`src/hw/rtl/sha256_pkg.sv`:
```
// Package: SHA-256 payload types, controller command/status types, constants.
`default_nettype none
package sha256_pkg;

	typedef struct packed {
		logic [7:0] data_byte;
		logic       byte_valid;
		logic       end_of_message;
	} sha_in_t;

	typedef struct packed {
		logic [31:0] digest_word;
		logic [2:0]  word_index;
		logic        last_word;
	} sha_out_t;

	typedef enum logic [2:0] {
		ST_IDLE,
		ST_COMP,
		ST_PAD,
		ST_PAD_COMP,
		ST_EMIT
	} sha_state_t;

	// Controller to datapath
	typedef struct packed {
		logic       write_byte;   // store input byte, bump counters
		logic       pad_write;    // write one padding byte at the fill position
		logic       len_write;    // padding byte comes from the bit length
		logic       clear_fill;   // fill count back to zero
		logic       start_comp;   // load round registers from chaining value
		logic       round_en;     // run one round
		logic       finish_comp;  // add round registers into chaining value
		logic       reload_iv;    // restart: initial value, counters cleared
		logic       latch_len;    // capture message bit length
	} sha_cmd_t;

	// Datapath to controller
	typedef struct packed {
		logic       block_full;   // next byte is the last one of the block
		logic [5:0] fill;
		logic       last_round;
	} sha_stat_t;

	localparam logic [7:0] PAD_BYTE = 8'h80;
	localparam logic [5:0] LEN_POS  = 6'd56;

	localparam logic [31:0] INIT_HASH [8] = '{
		32'h6a09e667, 32'hbb67ae85, 32'h3c6ef372, 32'ha54ff53a,
		32'h510e527f, 32'h9b05688c, 32'h1f83d9ab, 32'h5be0cd19};

	localparam logic [31:0] ROUND_K [64] = '{
		32'h428a2f98, 32'h71374491, 32'hb5c0fbcf, 32'he9b5dba5, 32'h3956c25b,
		32'h59f111f1, 32'h923f82a4, 32'hab1c5ed5, 32'hd807aa98, 32'h12835b01,
		32'h243185be, 32'h550c7dc3, 32'h72be5d74, 32'h80deb1fe, 32'h9bdc06a7,
		32'hc19bf174, 32'he49b69c1, 32'hefbe4786, 32'h0fc19dc6, 32'h240ca1cc,
		32'h2de92c6f, 32'h4a7484aa, 32'h5cb0a9dc, 32'h76f988da, 32'h983e5152,
		32'ha831c66d, 32'hb00327c8, 32'hbf597fc7, 32'hc6e00bf3, 32'hd5a79147,
		32'h06ca6351, 32'h14292967, 32'h27b70a85, 32'h2e1b2138, 32'h4d2c6dfc,
		32'h53380d13, 32'h650a7354, 32'h766a0abb, 32'h81c2c92e, 32'h92722c85,
		32'ha2bfe8a1, 32'ha81a664b, 32'hc24b8b70, 32'hc76c51a3, 32'hd192e819,
		32'hd6990624, 32'hf40e3585, 32'h106aa070, 32'h19a4c116, 32'h1e376c08,
		32'h2748774c, 32'h34b0bcb5, 32'h391c0cb3, 32'h4ed8aa4a, 32'h5b9cca4f,
		32'h682e6ff3, 32'h748f82ee, 32'h78a5636f, 32'h84c87814, 32'h8cc70208,
		32'h90befffa, 32'ha4506ceb, 32'hbef9a3f7, 32'hc67178f2};

	function automatic logic [31:0] rotr(input logic [31:0] x, input int n);
		rotr = (x >> n) | (x << (32 - n));
	endfunction

endpackage
`default_nettype wire

```
`src/hw/rtl/sha256_datapath.sv`:
```
// Datapath: block buffer, counters, message schedule, round unit, chaining value.
`default_nettype none
module sha256_datapath
	import sha256_pkg::*;
(
	input  wire logic        clk,
	input  wire logic        arst_n,
	input  wire sha_cmd_t    cmd,
	input  wire logic [7:0]  data_byte,
	input  wire logic [2:0]  rd_index,
	output sha_stat_t        stat,
	output logic [31:0]      cv_word
);
	// block buffer kept as 16 big-endian words, byte lanes written one at a time
	logic [31:0] buf_q [16];
	logic [5:0]  fill_q;
	logic [60:0] count_q;
	logic [63:0] bits_q;
	logic [31:0] w_q [16];
	logic [31:0] r_q [8];
	logic [31:0] cv_q [8];
	logic [5:0]  round_q;

	// Length byte for the current fill position (56 = most significant)
	logic [7:0] pad_byte;
	logic [7:0] wr_byte;
	logic [4:0] lane_lsb;
	assign pad_byte = bits_q[{~fill_q[2:0], 3'b111} -: 8];
	assign lane_lsb = {~fill_q[1:0], 3'b000};

	always_comb begin
		if (cmd.write_byte)
			wr_byte = data_byte;
		else if (cmd.latch_len)
			wr_byte = PAD_BYTE;
		else if (cmd.len_write)
			wr_byte = pad_byte;
		else
			wr_byte = 8'h00;
	end

	// Block buffer write and fill counter
	always_ff @(posedge clk) begin
		if (cmd.write_byte || cmd.pad_write)
			buf_q[fill_q[5:2]][lane_lsb +: 8] <= wr_byte;
	end

	always_ff @(posedge clk or negedge arst_n) begin
		if (!arst_n) begin
			fill_q  <= '0;
			count_q <= '0;
		end else if (cmd.reload_iv) begin
			fill_q  <= '0;
			count_q <= '0;
		end else begin
			if (cmd.write_byte)
				count_q <= count_q + 61'd1;
			if (cmd.clear_fill)
				fill_q <= '0;
			else if (cmd.write_byte || cmd.pad_write)
				fill_q <= fill_q + 6'd1;
		end
	end

	// Bit length, captured with the 0x80 byte
	always_ff @(posedge clk) begin
		if (cmd.latch_len)
			bits_q <= {count_q, 3'b000};
	end

	// Schedule word for this round
	logic [31:0] w_new, w15, w2, s0w, s1w;
	logic [3:0]  slot;
	assign slot = round_q[3:0];
	assign w15  = w_q[4'(slot + 4'd1)];
	assign w2   = w_q[4'(slot + 4'd14)];
	assign s0w  = rotr(w15, 7) ^ rotr(w15, 18) ^ (w15 >> 3);
	assign s1w  = rotr(w2, 17) ^ rotr(w2, 19) ^ (w2 >> 10);
	always_comb begin
		if (round_q < 6'd16)
			w_new = buf_q[slot];
		else
			w_new = w_q[slot] + s0w + w_q[4'(slot + 4'd9)] + s1w;
	end

	// One compression round
	logic [31:0] t1, t2, ch, maj, e1, e0;
	assign e1  = rotr(r_q[4], 6) ^ rotr(r_q[4], 11) ^ rotr(r_q[4], 25);
	assign ch  = (r_q[4] & r_q[5]) ^ (~r_q[4] & r_q[6]);
	assign t1  = r_q[7] + e1 + ch + ROUND_K[round_q] + w_new;
	assign e0  = rotr(r_q[0], 2) ^ rotr(r_q[0], 13) ^ rotr(r_q[0], 22);
	assign maj = (r_q[0] & r_q[1]) ^ (r_q[0] & r_q[2]) ^ (r_q[1] & r_q[2]);
	assign t2  = e0 + maj;

	always_ff @(posedge clk) begin
		if (cmd.start_comp) begin
			for (int i = 0; i < 8; i++)
				r_q[i] <= cv_q[i];
		end else if (cmd.round_en) begin
			w_q[slot] <= w_new;
			r_q[7] <= r_q[6];
			r_q[6] <= r_q[5];
			r_q[5] <= r_q[4];
			r_q[4] <= r_q[3] + t1;
			r_q[3] <= r_q[2];
			r_q[2] <= r_q[1];
			r_q[1] <= r_q[0];
			r_q[0] <= t1 + t2;
		end
	end

	// Round counter
	always_ff @(posedge clk or negedge arst_n) begin
		if (!arst_n)
			round_q <= '0;
		else if (cmd.start_comp)
			round_q <= '0;
		else if (cmd.round_en)
			round_q <= round_q + 6'd1;
	end

	// Chaining value
	always_ff @(posedge clk or negedge arst_n) begin
		if (!arst_n) begin
			for (int i = 0; i < 8; i++)
				cv_q[i] <= INIT_HASH[i];
		end else if (cmd.reload_iv) begin
			for (int i = 0; i < 8; i++)
				cv_q[i] <= INIT_HASH[i];
		end else if (cmd.finish_comp) begin
			for (int i = 0; i < 8; i++)
				cv_q[i] <= cv_q[i] + r_q[i];
		end
	end

	assign cv_word         = cv_q[rd_index];
	assign stat.fill       = fill_q;
	assign stat.block_full = (fill_q == 6'd63);
	assign stat.last_round = (round_q == 6'd63);
endmodule
`default_nettype wire

```
`src/hw/rtl/sha256_ctrl.sv`:
```
// Controller: sequences byte intake, compression, padding and digest output.
`default_nettype none
module sha256_ctrl
	import sha256_pkg::*;
(
	input  wire logic      clk,
	input  wire logic      arst_n,
	input  wire logic      in_valid,
	output logic           in_ready,
	input  wire logic      in_bv,
	input  wire logic      in_eom,
	input  wire sha_stat_t stat,
	output sha_cmd_t       cmd,
	output logic           out_valid,
	input  wire logic      out_ready,
	output logic [2:0]     rd_index
);
	sha_state_t state_q, state_d;
	logic       comp_q;     // round-register load pending
	logic       pad_q;      // message end pending after current compression
	logic [2:0] idx_q;
	logic       comp_d, pad_d;
	logic       first_pad_q, first_pad_d;
	logic       len_blk_q, len_blk_d;    // padding block in progress ends with the length
	logic       last_blk_q, last_blk_d;  // block being compressed carries the length
	logic       len_blk;

	always_ff @(posedge clk or negedge arst_n) begin
		if (!arst_n) begin
			state_q     <= ST_IDLE;
			pad_q       <= 1'b0;
			idx_q       <= '0;
			first_pad_q <= 1'b0;
			comp_q      <= 1'b0;
			len_blk_q   <= 1'b0;
			last_blk_q  <= 1'b0;
		end else begin
			state_q     <= state_d;
			pad_q       <= pad_d;
			first_pad_q <= first_pad_d;
			comp_q      <= comp_d;
			len_blk_q   <= len_blk_d;
			last_blk_q  <= last_blk_d;
			if (state_q == ST_EMIT && out_ready)
				idx_q <= idx_q + 3'd1;
		end
	end

	// 0x80 at byte 56 or later pushes the length into one more block
	assign len_blk = first_pad_q ? (stat.fill < LEN_POS) : len_blk_q;

	always_comb begin
		state_d     = state_q;
		pad_d       = pad_q;
		first_pad_d = first_pad_q;
		comp_d      = comp_q;
		len_blk_d   = len_blk_q;
		last_blk_d  = last_blk_q;
		cmd         = '0;
		in_ready    = 1'b0;
		out_valid   = 1'b0;
		case (state_q)
			ST_IDLE: begin
				in_ready = 1'b1;
				last_blk_d = 1'b0;
				if (in_valid) begin
					cmd.write_byte = in_bv;
					pad_d = in_eom;
					first_pad_d = 1'b1;
					if (in_bv && stat.block_full) begin
						cmd.clear_fill = 1'b1;
						state_d = ST_COMP;
						comp_d = 1'b1;
					end else if (in_eom) begin
						state_d = ST_PAD;
					end
				end
			end
			ST_COMP: begin
				// load round registers first, then run 64 rounds
				if (comp_q) begin
					cmd.start_comp = 1'b1;
					comp_d = 1'b0;
				end else begin
					cmd.round_en = 1'b1;
					if (stat.last_round)
						state_d = ST_PAD_COMP;
				end
			end
			ST_PAD_COMP: begin
				cmd.finish_comp = 1'b1;
				if (pad_q)
					state_d = ST_PAD;
				else if (last_blk_q)
					state_d = ST_EMIT;
				else
					state_d = ST_IDLE;
			end
			ST_PAD: begin
				cmd.pad_write = 1'b1;
				cmd.latch_len = first_pad_q;
				cmd.len_write = len_blk && (stat.fill >= LEN_POS);
				first_pad_d = 1'b0;
				len_blk_d = len_blk;
				if (stat.fill == 6'd63) begin
					cmd.clear_fill = 1'b1;
					comp_d = 1'b1;
					state_d = ST_COMP;
					// without the length here, one more padding block follows
					pad_d = !len_blk;
					last_blk_d = len_blk;
					len_blk_d = 1'b1;
				end
			end
			ST_EMIT: begin
				out_valid = 1'b1;
				if (out_ready && idx_q == 3'd7) begin
					cmd.reload_iv = 1'b1;
					state_d = ST_IDLE;
				end
			end
			default: state_d = ST_IDLE;
		endcase
	end

	assign rd_index = idx_q;
endmodule
`default_nettype wire

```
`src/hw/rtl/sha256_stream_hasher.sv`:
```
// Top level: SHA-256 byte-stream hasher with digest word output.
`default_nettype none
// Takes one byte per transfer; a byte that fills a 64-byte block starts the
// 64-round compression, one round per cycle plus a load and a final add
// (no input is taken during it). An end-of-message transfer writes the
// padding one byte per cycle, runs one or two more compressions and then
// presents the eight digest words, word 0 first, after which the initial
// hash value is reloaded for the next message. A single round unit is
// shared by all rounds.
module sha256_stream_hasher
	import sha256_pkg::*;
(
	input  wire logic    clk,
	input  wire logic    arst_n,
	input  wire logic    in_valid,
	output logic         in_ready,
	input  wire sha_in_t in_data,
	output logic         out_valid,
	input  wire logic    out_ready,
	output sha_out_t     out_data
);
	sha_cmd_t    cmd;
	sha_stat_t   stat;
	logic [2:0]  rd_index;
	logic [31:0] cv_word;

	sha256_ctrl u_ctrl (
		.clk       (clk),
		.arst_n    (arst_n),
		.in_valid  (in_valid),
		.in_ready  (in_ready),
		.in_bv     (in_data.byte_valid),
		.in_eom    (in_data.end_of_message),
		.stat      (stat),
		.cmd       (cmd),
		.out_valid (out_valid),
		.out_ready (out_ready),
		.rd_index  (rd_index)
	);

	sha256_datapath u_dp (
		.clk       (clk),
		.arst_n    (arst_n),
		.cmd       (cmd),
		.data_byte (in_data.data_byte),
		.rd_index  (rd_index),
		.stat      (stat),
		.cv_word   (cv_word)
	);

	assign out_data.digest_word = cv_word;
	assign out_data.word_index  = rd_index;
	assign out_data.last_word   = (rd_index == 3'd7);
endmodule
`default_nettype wire
```
`config.mk`:
```
export PLATFORM = sky130hd
export DESIGN_NAME = sha256_stream_hasher
export DESIGN_NICKNAME = d
export VERILOG_FILES = /design/src/hw/rtl/sha256_pkg.sv /design/src/hw/rtl/sha256_datapath.sv /design/src/hw/rtl/sha256_ctrl.sv /design/src/hw/rtl/sha256_stream_hasher.sv
export SDC_FILE = /design/constraint.sdc
export NUM_CORES = 2
export LEC_CHECK = 0
export BUFFER_PORTS_ARGS = -buffer_cell sky130_fd_sc_hd__buf_2
export CAP_MARGIN = 40
export CELL_PAD_IN_SITES_DETAIL_PLACEMENT = 0
export CELL_PAD_IN_SITES_GLOBAL_PLACEMENT = 1
export CORE_ASPECT_RATIO = 0.7
export CORE_MARGIN = 2
export CORE_UTILIZATION = 40
export DETAILED_ROUTE_END_ITERATION = 16
export MAX_ROUTING_LAYER = met4
export PLACE_DENSITY = 0.73
export SYNTH_ARGS = -nofsm -noshare
export SYNTH_HDL_FRONTEND = slang
export SYNTH_SLANG_ARGS = --single-unit
```
`constraint.sdc`:
```
create_clock -name clk -period 18.6 [get_ports clk]
set_clock_uncertainty 0.15 [all_clocks]
set_input_delay 5.58 -clock clk [delete_from_list [all_inputs] [get_ports clk]]
set_output_delay 5.58 -clock clk [all_outputs]
set_load 0.02 [all_outputs]
```
# Yosys cells after proc, flatten, opt, wreduce, memory -nomap -nowiden

Memories as Yosys holds them, arrays and structs flattened.
Index checks and enable logic that the tools add are counted.

Register bits: 401
ROM bits: 2048
Memories kept: 4
RAM bits: 1280
Logic and storage cells: 200
Output and inout port bits: 38

Reduce and logical (&&, ||, !) cells: 18
Muxes and demuxes: 72
Bitwise operators: 39
Shift-type cells: 3
Magnitude comparators: 5
Eq/ne operators: 14
Add/subtract/negate cells: 26

Memories:

| name            | words | bits a word | rd ports | clocked after memory_dff | write ports | line                  | RTL |
|---|---|---|---|---|---|---|---|
| (no name shown) | 64    | 32          | 1        | 0                        | 0           | sha256_datapath.sv:90 | `assign t1 = r_q[7] + e1 + ch + ROUND_K[round_q] + w_new;` |
| u_dp.buf_q      | 16    | 32          | 1        | 0                        | 1           | sha256_datapath.sv:15 | `logic [31:0] buf_q [16];` |
| u_dp.w_q        | 16    | 32          | 4        | 0                        | 1           | sha256_datapath.sv:19 | `logic [31:0] w_q [16];` |
| u_dp.r_q        | 8     | 32          | 8        | 0                        | 8           | sha256_datapath.sv:20 | `logic [31:0] r_q [8];` |

Operators with widths:

| operator                 | number |
|---|---|
| $add A32 B32 Y32         | 18 |
| $mux W256                | 2 |
| $mux W32                 | 14 |
| $xor A32 B32 Y32         | 9 |
| $and A32 B32 Y32         | 5 |
| $mux W61                 | 2 |
| $bmux W32 S3             | 1 |
| $shiftx A71 B7 Y8        | 1 |
| $add A61 B1 Y61 const B  | 1 |
| $not A32 Y32             | 1 |
| $or A10 B32 Y32          | 1 |
| $or A13 B32 Y32          | 1 |
| $or A14 B32 Y32          | 1 |
| $or A15 B32 Y32          | 1 |
| $or A19 B32 Y32          | 1 |
| $or A21 B32 Y32          | 1 |
| $or A25 B32 Y32          | 1 |
| $or A26 B32 Y32          | 1 |
| $or A30 B32 Y32          | 1 |
| $or A7 B32 Y32           | 1 |
| $shift A8 B7 Y32 const A | 1 |
| $shiftx A8 B7 Y32        | 1 |
| $xor A32 B22 Y32         | 1 |
| $xor A32 B29 Y32         | 1 |
| 40 further kinds         | 109 |

# Depth between registers and ports, before layout

An unclocked memory read counts as a cell.

Depth in word-level cells: 12
Gate-level depth with buffers: 61

# Hierarchy

Synthesis repeated with hierarchy kept, for this count alone.

Cell total of the unflattened synthesis: 8654
Area total of the unflattened synthesis: 105287.2 um^2

By module, submodules not included:

| module               | times used | seq. area each (um^2) | area an instance (um^2) | cells an instance |
|---|---|---|---|---|
| sha256_datapath      | 1          | 48671.7               | 104607.8                | 8584 |
| sha256_ctrl          | 1          | 275.3                 | 673.1                   | 69 |
| sha256_stream_hasher | 1          | 0.0                   | 6.3                     | 1 |

# Worst setup path after synthesis

Ideal clock, no wire load.

Path type: register to register
Start point: reg u_dp.round_q[0]
End point: mem u_dp.r_q[0][31], data pin
Period minus slack after synthesis: 13.434 ns
Slack: 5.166 ns
Path buffers: 12
Data arrival time: 13.017 ns
Cell stages (with the launch flop): 60
Cell sequence: dfrtp_1 -> buf_6 -> buf_12 -> buf_4 -> buf_4 -> buf_2 -> buf_2 -> buf_4 -> buf_4 -> inv_1 -> ha_1 -> buf_1 -> clkbuf_1 -> clkbuf_1 -> clkbuf_1 -> mux4_2 -> mux4_2 -> inv_1 -> (+24 left out) -> o31a_1 -> o21a_1 -> o21a_1 -> nor2_1 -> xnor2_1 -> fa_1 -> ha_1 -> inv_1 -> o21bai_1 -> a21o_1 -> nor3_1 -> o211ai_1 -> a31oi_1 -> o21ai_0 -> a21oi_1 -> xnor2_1 -> xnor2_1 -> o21ai_0

RTL lines:

| element                  | line                   | RTL |
|---|---|---|
| start: declaration       | sha256_datapath.sv:22  | `logic [5:0] round_q;` |
| start signal: assignment | sha256_datapath.sv:119 | `round_q <= round_q + 6'd1;` |
| end: declaration         | sha256_datapath.sv:20  |  |

==> PnR_summary.wiki <==
{| class="wikitable"
! Metric !! Value
|-
| PortBufs || 51
|-
| Number of standard-cell rows in the floorplan || about 160
|-
| Final layout net count || between 9000 and 10000
|-
| Pin count of the biggest net entering global routing || between 100 and 150
|-
| CTS tree || done
|-
| Most frequent cell after synthesis || sky130_fd_sc_hd__edfxtp_1
|-
| Number of instances in the synthesized netlist || ~8500
|-
| Result of the run || finished clean
|-
| GRT overflow || 0
|-
| Number of iterations in the first detailed-routing pass || 6
|-
| Sort of element at the end of the critical path || flip-flop
|-
| Residual antenna-violating net count after detailed routing || 0
|-
| Net count after synthesis || 9086
|-
| Synth Area per Inst || approximately 12 µm²
|-
| Ys Warns || 0
|-
| Post-CTS setup buffer count || 0
|-
| Chip Width || 612.8 µm
|-
| Drt initial violations || 10359
|-
| Cell variety after synth || between 90 and 100
|-
| Setup TNS || 0 ps
|-
| Register bit total from synthesis || about 1700
|-
| Number of buffers added by the clock tree synthesis step || approximately 180
|-
| Tightest Hold Check Type || flip-flop to flip-flop
|-
| Worst path slowest cell || sky130_fd_sc_hd__ha_2
|-
| Die Outline Area || about 260000 µm²
|-
| Initial core utilization || 0.4022
|-
| Via density || roughly 6.1
|-
| Clock net sink count || ~1700
|-
| Synth Cell Area || 103800 µm²
|-
| Number of primary I/O pins || 52
|-
| Kind of start point of the critical path || flip-flop
|-
| Critical path data arrival time || approximately 15000 ps
|-
| Core box area || 258000 µm²
|-
| Post-DP HPWL || between 200 and 250 mm
|-
| Vias in the first global route || 69332
|-
| Part of the Yosys area used for sequential elements || 0.4716
|-
| Top cells by area in the synthesized netlist || sky130_fd_sc_hd__edfxtp_1 39%, sky130_fd_sc_hd__mux4_2 14%, sky130_fd_sc_hd__dfrtp_1 4.9%
|-
| Hold buffers post-CTS || 0
|-
| Peak Freq || 68.34 MHz
|-
| Final Setup Violations || 0
|-
| Slew headroom || 0.2968
|-
| Data required time at the worst endpoint || 19030 ps
|-
| Number of instances resized during post-cts repair || 0
|-
| Leading area contributor after synthesis || sky130_fd_sc_hd__edfxtp_1
|-
| Final slew viol count || 0
|-
| Most numerous cell types in the synthesized netlist || 1341 x sky130_fd_sc_hd__edfxtp_1, 988 x sky130_fd_sc_hd__nand2_1, 664 x sky130_fd_sc_hd__mux4_2
|-
| Worst slack at placement || between 4000 and 5000 ps
|-
| Ys async rst share || 0.2023
|-
| Most used DFF post-synth || sky130_fd_sc_hd__edfxtp_1
|-
| Global-route wire length before repair || ~500 mm
|-
| Count of flip-flops with a built-in enable after synthesis || between 1000 and 1500
|-
| Routability cong. || 1.006
|-
| Final Hold Violating Endpoints || 0
|-
| Root cell of the clock tree || sky130_fd_sc_hd__clkbuf_16
|-
| CP peak stage delay || ~950 ps
|-
| Avg WL per Cell || 28.84 µm
|-
| Post-route DRC || 0
|-
| Clk buf depth || 4
|-
| Crit Path Max Fanout || 39
|-
| Post-DP Area || approximately 110000 µm²
|-
| Transition time of the tightest slew-check pin || 1055 ps
|-
| Cell occurring most often along the worst timing path || sky130_fd_sc_hd__fa_1
|-
| Fraction of synthesized cell area taken by the top area cell type || 0.3880
|-
| Number of antenna violations at the first check in global routing || 9
|-
| Critical Setup Path Class || flip-flop to flip-flop
|-
| Post-layout util || 0.4430
|-
| Die Y || approximately 430 µm
|-
| Clock transition time at the flip-flop clock pins of the worst setup and hold paths || about 70 ps
|-
| Unrepaired setup endpoints after global routing || false
|-
| Post-route setup slack || a little under 4000 ps
|-
| Number of max-cap violations || 0
|-
| Share of the clock period used by the worst path || 0.7867
|-
| Via Count || 73466
|-
| Total Wirelength || around 350 mm
|-
| GRT Resource Usage Total || 0.2683
|-
| Deepest level of the CTS H-tree || 4
|-
| Share of layout cells above drive strength 1 || 0.1713
|-
| Relative area change from synthesis to final layout || 10.15%
|-
| Later-pin clock latency in the skew report || around 890 ps
|-
| Fin area || approximately 110000 µm²
|-
| Post-route minimum period || between 10000 and 15000 ps
|}
## layout make-up
| type | count | area (µm²) |
|---|---|---|
| inverters | 436 | 1647 |
| diodes | 5 | 12.51 |
| well taps | 3476 | 4349 |
| repair buffers | 271 | 2256 |
| clock buffers | 236 | 4887 |
| fillers | 23501 | 143700 |
| flip-flops and latches | 1681 | 48970 |
| clock inverters | 79 | 708.2 |
| multi-input cells | 5883 | 51490 |
## sequential cells by signal, summed over array words and instances (netlist names)
register and cells:
u_dp.w_q 512, u_ctrl.last_blk_q 1, u_dp.cv_q 256, u_ctrl.state_q 3, u_ctrl.rd_index 3, u_ctrl.comp_q 1, u_dp.fill_q 6, u_ctrl.len_blk_q 1
u_dp.bits_q 61, u_dp.round_q 6, u_ctrl.first_pad_q 1, u_dp.r_q 256, u_dp.count_q 61, u_dp.buf_q 512, u_ctrl.pad_q 1
## placed cells by master (no fill, tap or decap), drive strengths merged, types with 18 or more instances in the layout
cell type	Yosys	final
nor2b	44	44
o22ai	30	30
o31ai	35	35
a21o	177	177
o211ai	26	26
a31oi	75	75
mux4	673	673
or3	21	21
clkbuf	352	238
inv	434	439
o21bai	51	51
a211o	20	20
edfxtp	1341	1341
nor3	113	113
o21a	53	53
buf	122	269
mux2	66	66
dfstp	136	136
nand2	988	988
nand3	157	157
o21ai	481	481
mux2i	141	141
ha	403	403
xnor2	377	377
nor2	563	563
and3	43	43
a21oi	476	476
nand2b	55	55
fa	195	195
dfrtp	204	204
xor2	264	264
maj3	18	18
a211oi	40	40
o221ai	41	41
nand4	31	31
clkinv	2	61
## final timing paths
kind                                                      to                    startpoint  slack (ps)  depth (start not counted)
worst max register to register     u_dp.r_q[0][31]$_DFFE_PP_   u_dp.round_q[2]$_DFFE_PN0P_        3970                         48
min in group asynchronous       u_dp.count_q[25]$_DFFE_PN0P_                        arst_n        4500                          1
worst min-delay path               u_dp.bits_q[54]$_DFFE_PP_  u_dp.count_q[51]$_DFFE_PN0P_         340                          0
max in group asynchronous         u_dp.cv_q[135]$_DFFE_PN0P_                        arst_n       11140                          4
worst max-delay path               u_dp.r_q[0][31]$_DFFE_PP_   u_dp.round_q[2]$_DFFE_PN0P_        3970                         48
worst min register to register     u_dp.bits_q[54]$_DFFE_PP_  u_dp.count_q[51]$_DFFE_PN0P_         340                          0
## cells by family after synthesis
kind of cell	count (synthesis)	synth area share
xor gates and xnor gates	642	0.05446
buffers and inverters	910	0.03436
adders and majority gates	616	0.08794
muxes	880	0.1671
DFF	1681	0.4716
AOI/OAI and AO/OA	1647	0.09775
and+or+nand+nor	2098	0.08676
## worst max-delay path: cells and delay by family, from the launching register on
family	cells	cell delay, ps
and+or+nand+nor	8	1200
muxes	1	690
DFF	1	690
AOI/OAI and AO/OA	18	4040
adders and majority gates	10	4750
buffers and inverters	5	1530
xor gates and xnor gates	6	1260
## per-stage QoR
stage,std cells,hold WS [ps]
after detailed placement,11725,317.4
after floorplan,8474,294.4
after global routing,12067,346.0
after global placement,11657,306.6
final,12067,338.7
after CTS,12040,334.3
## metal layers
layer	wire, µm	part of all wire	vias up	GRT usage
met5	0	0	-	-
met4	6925	0.020	0	0.05093
met3	41840	0.12	448	0.07647
met2	141300	0.41	4036	0.3517
met1	158000	0.45	37442	0.4091
li1	-	-	31540	-
Power is left out: the tool's default activity adds up to more than one toggle a clock period on the data nets, which glitch-free logic cannot reach.
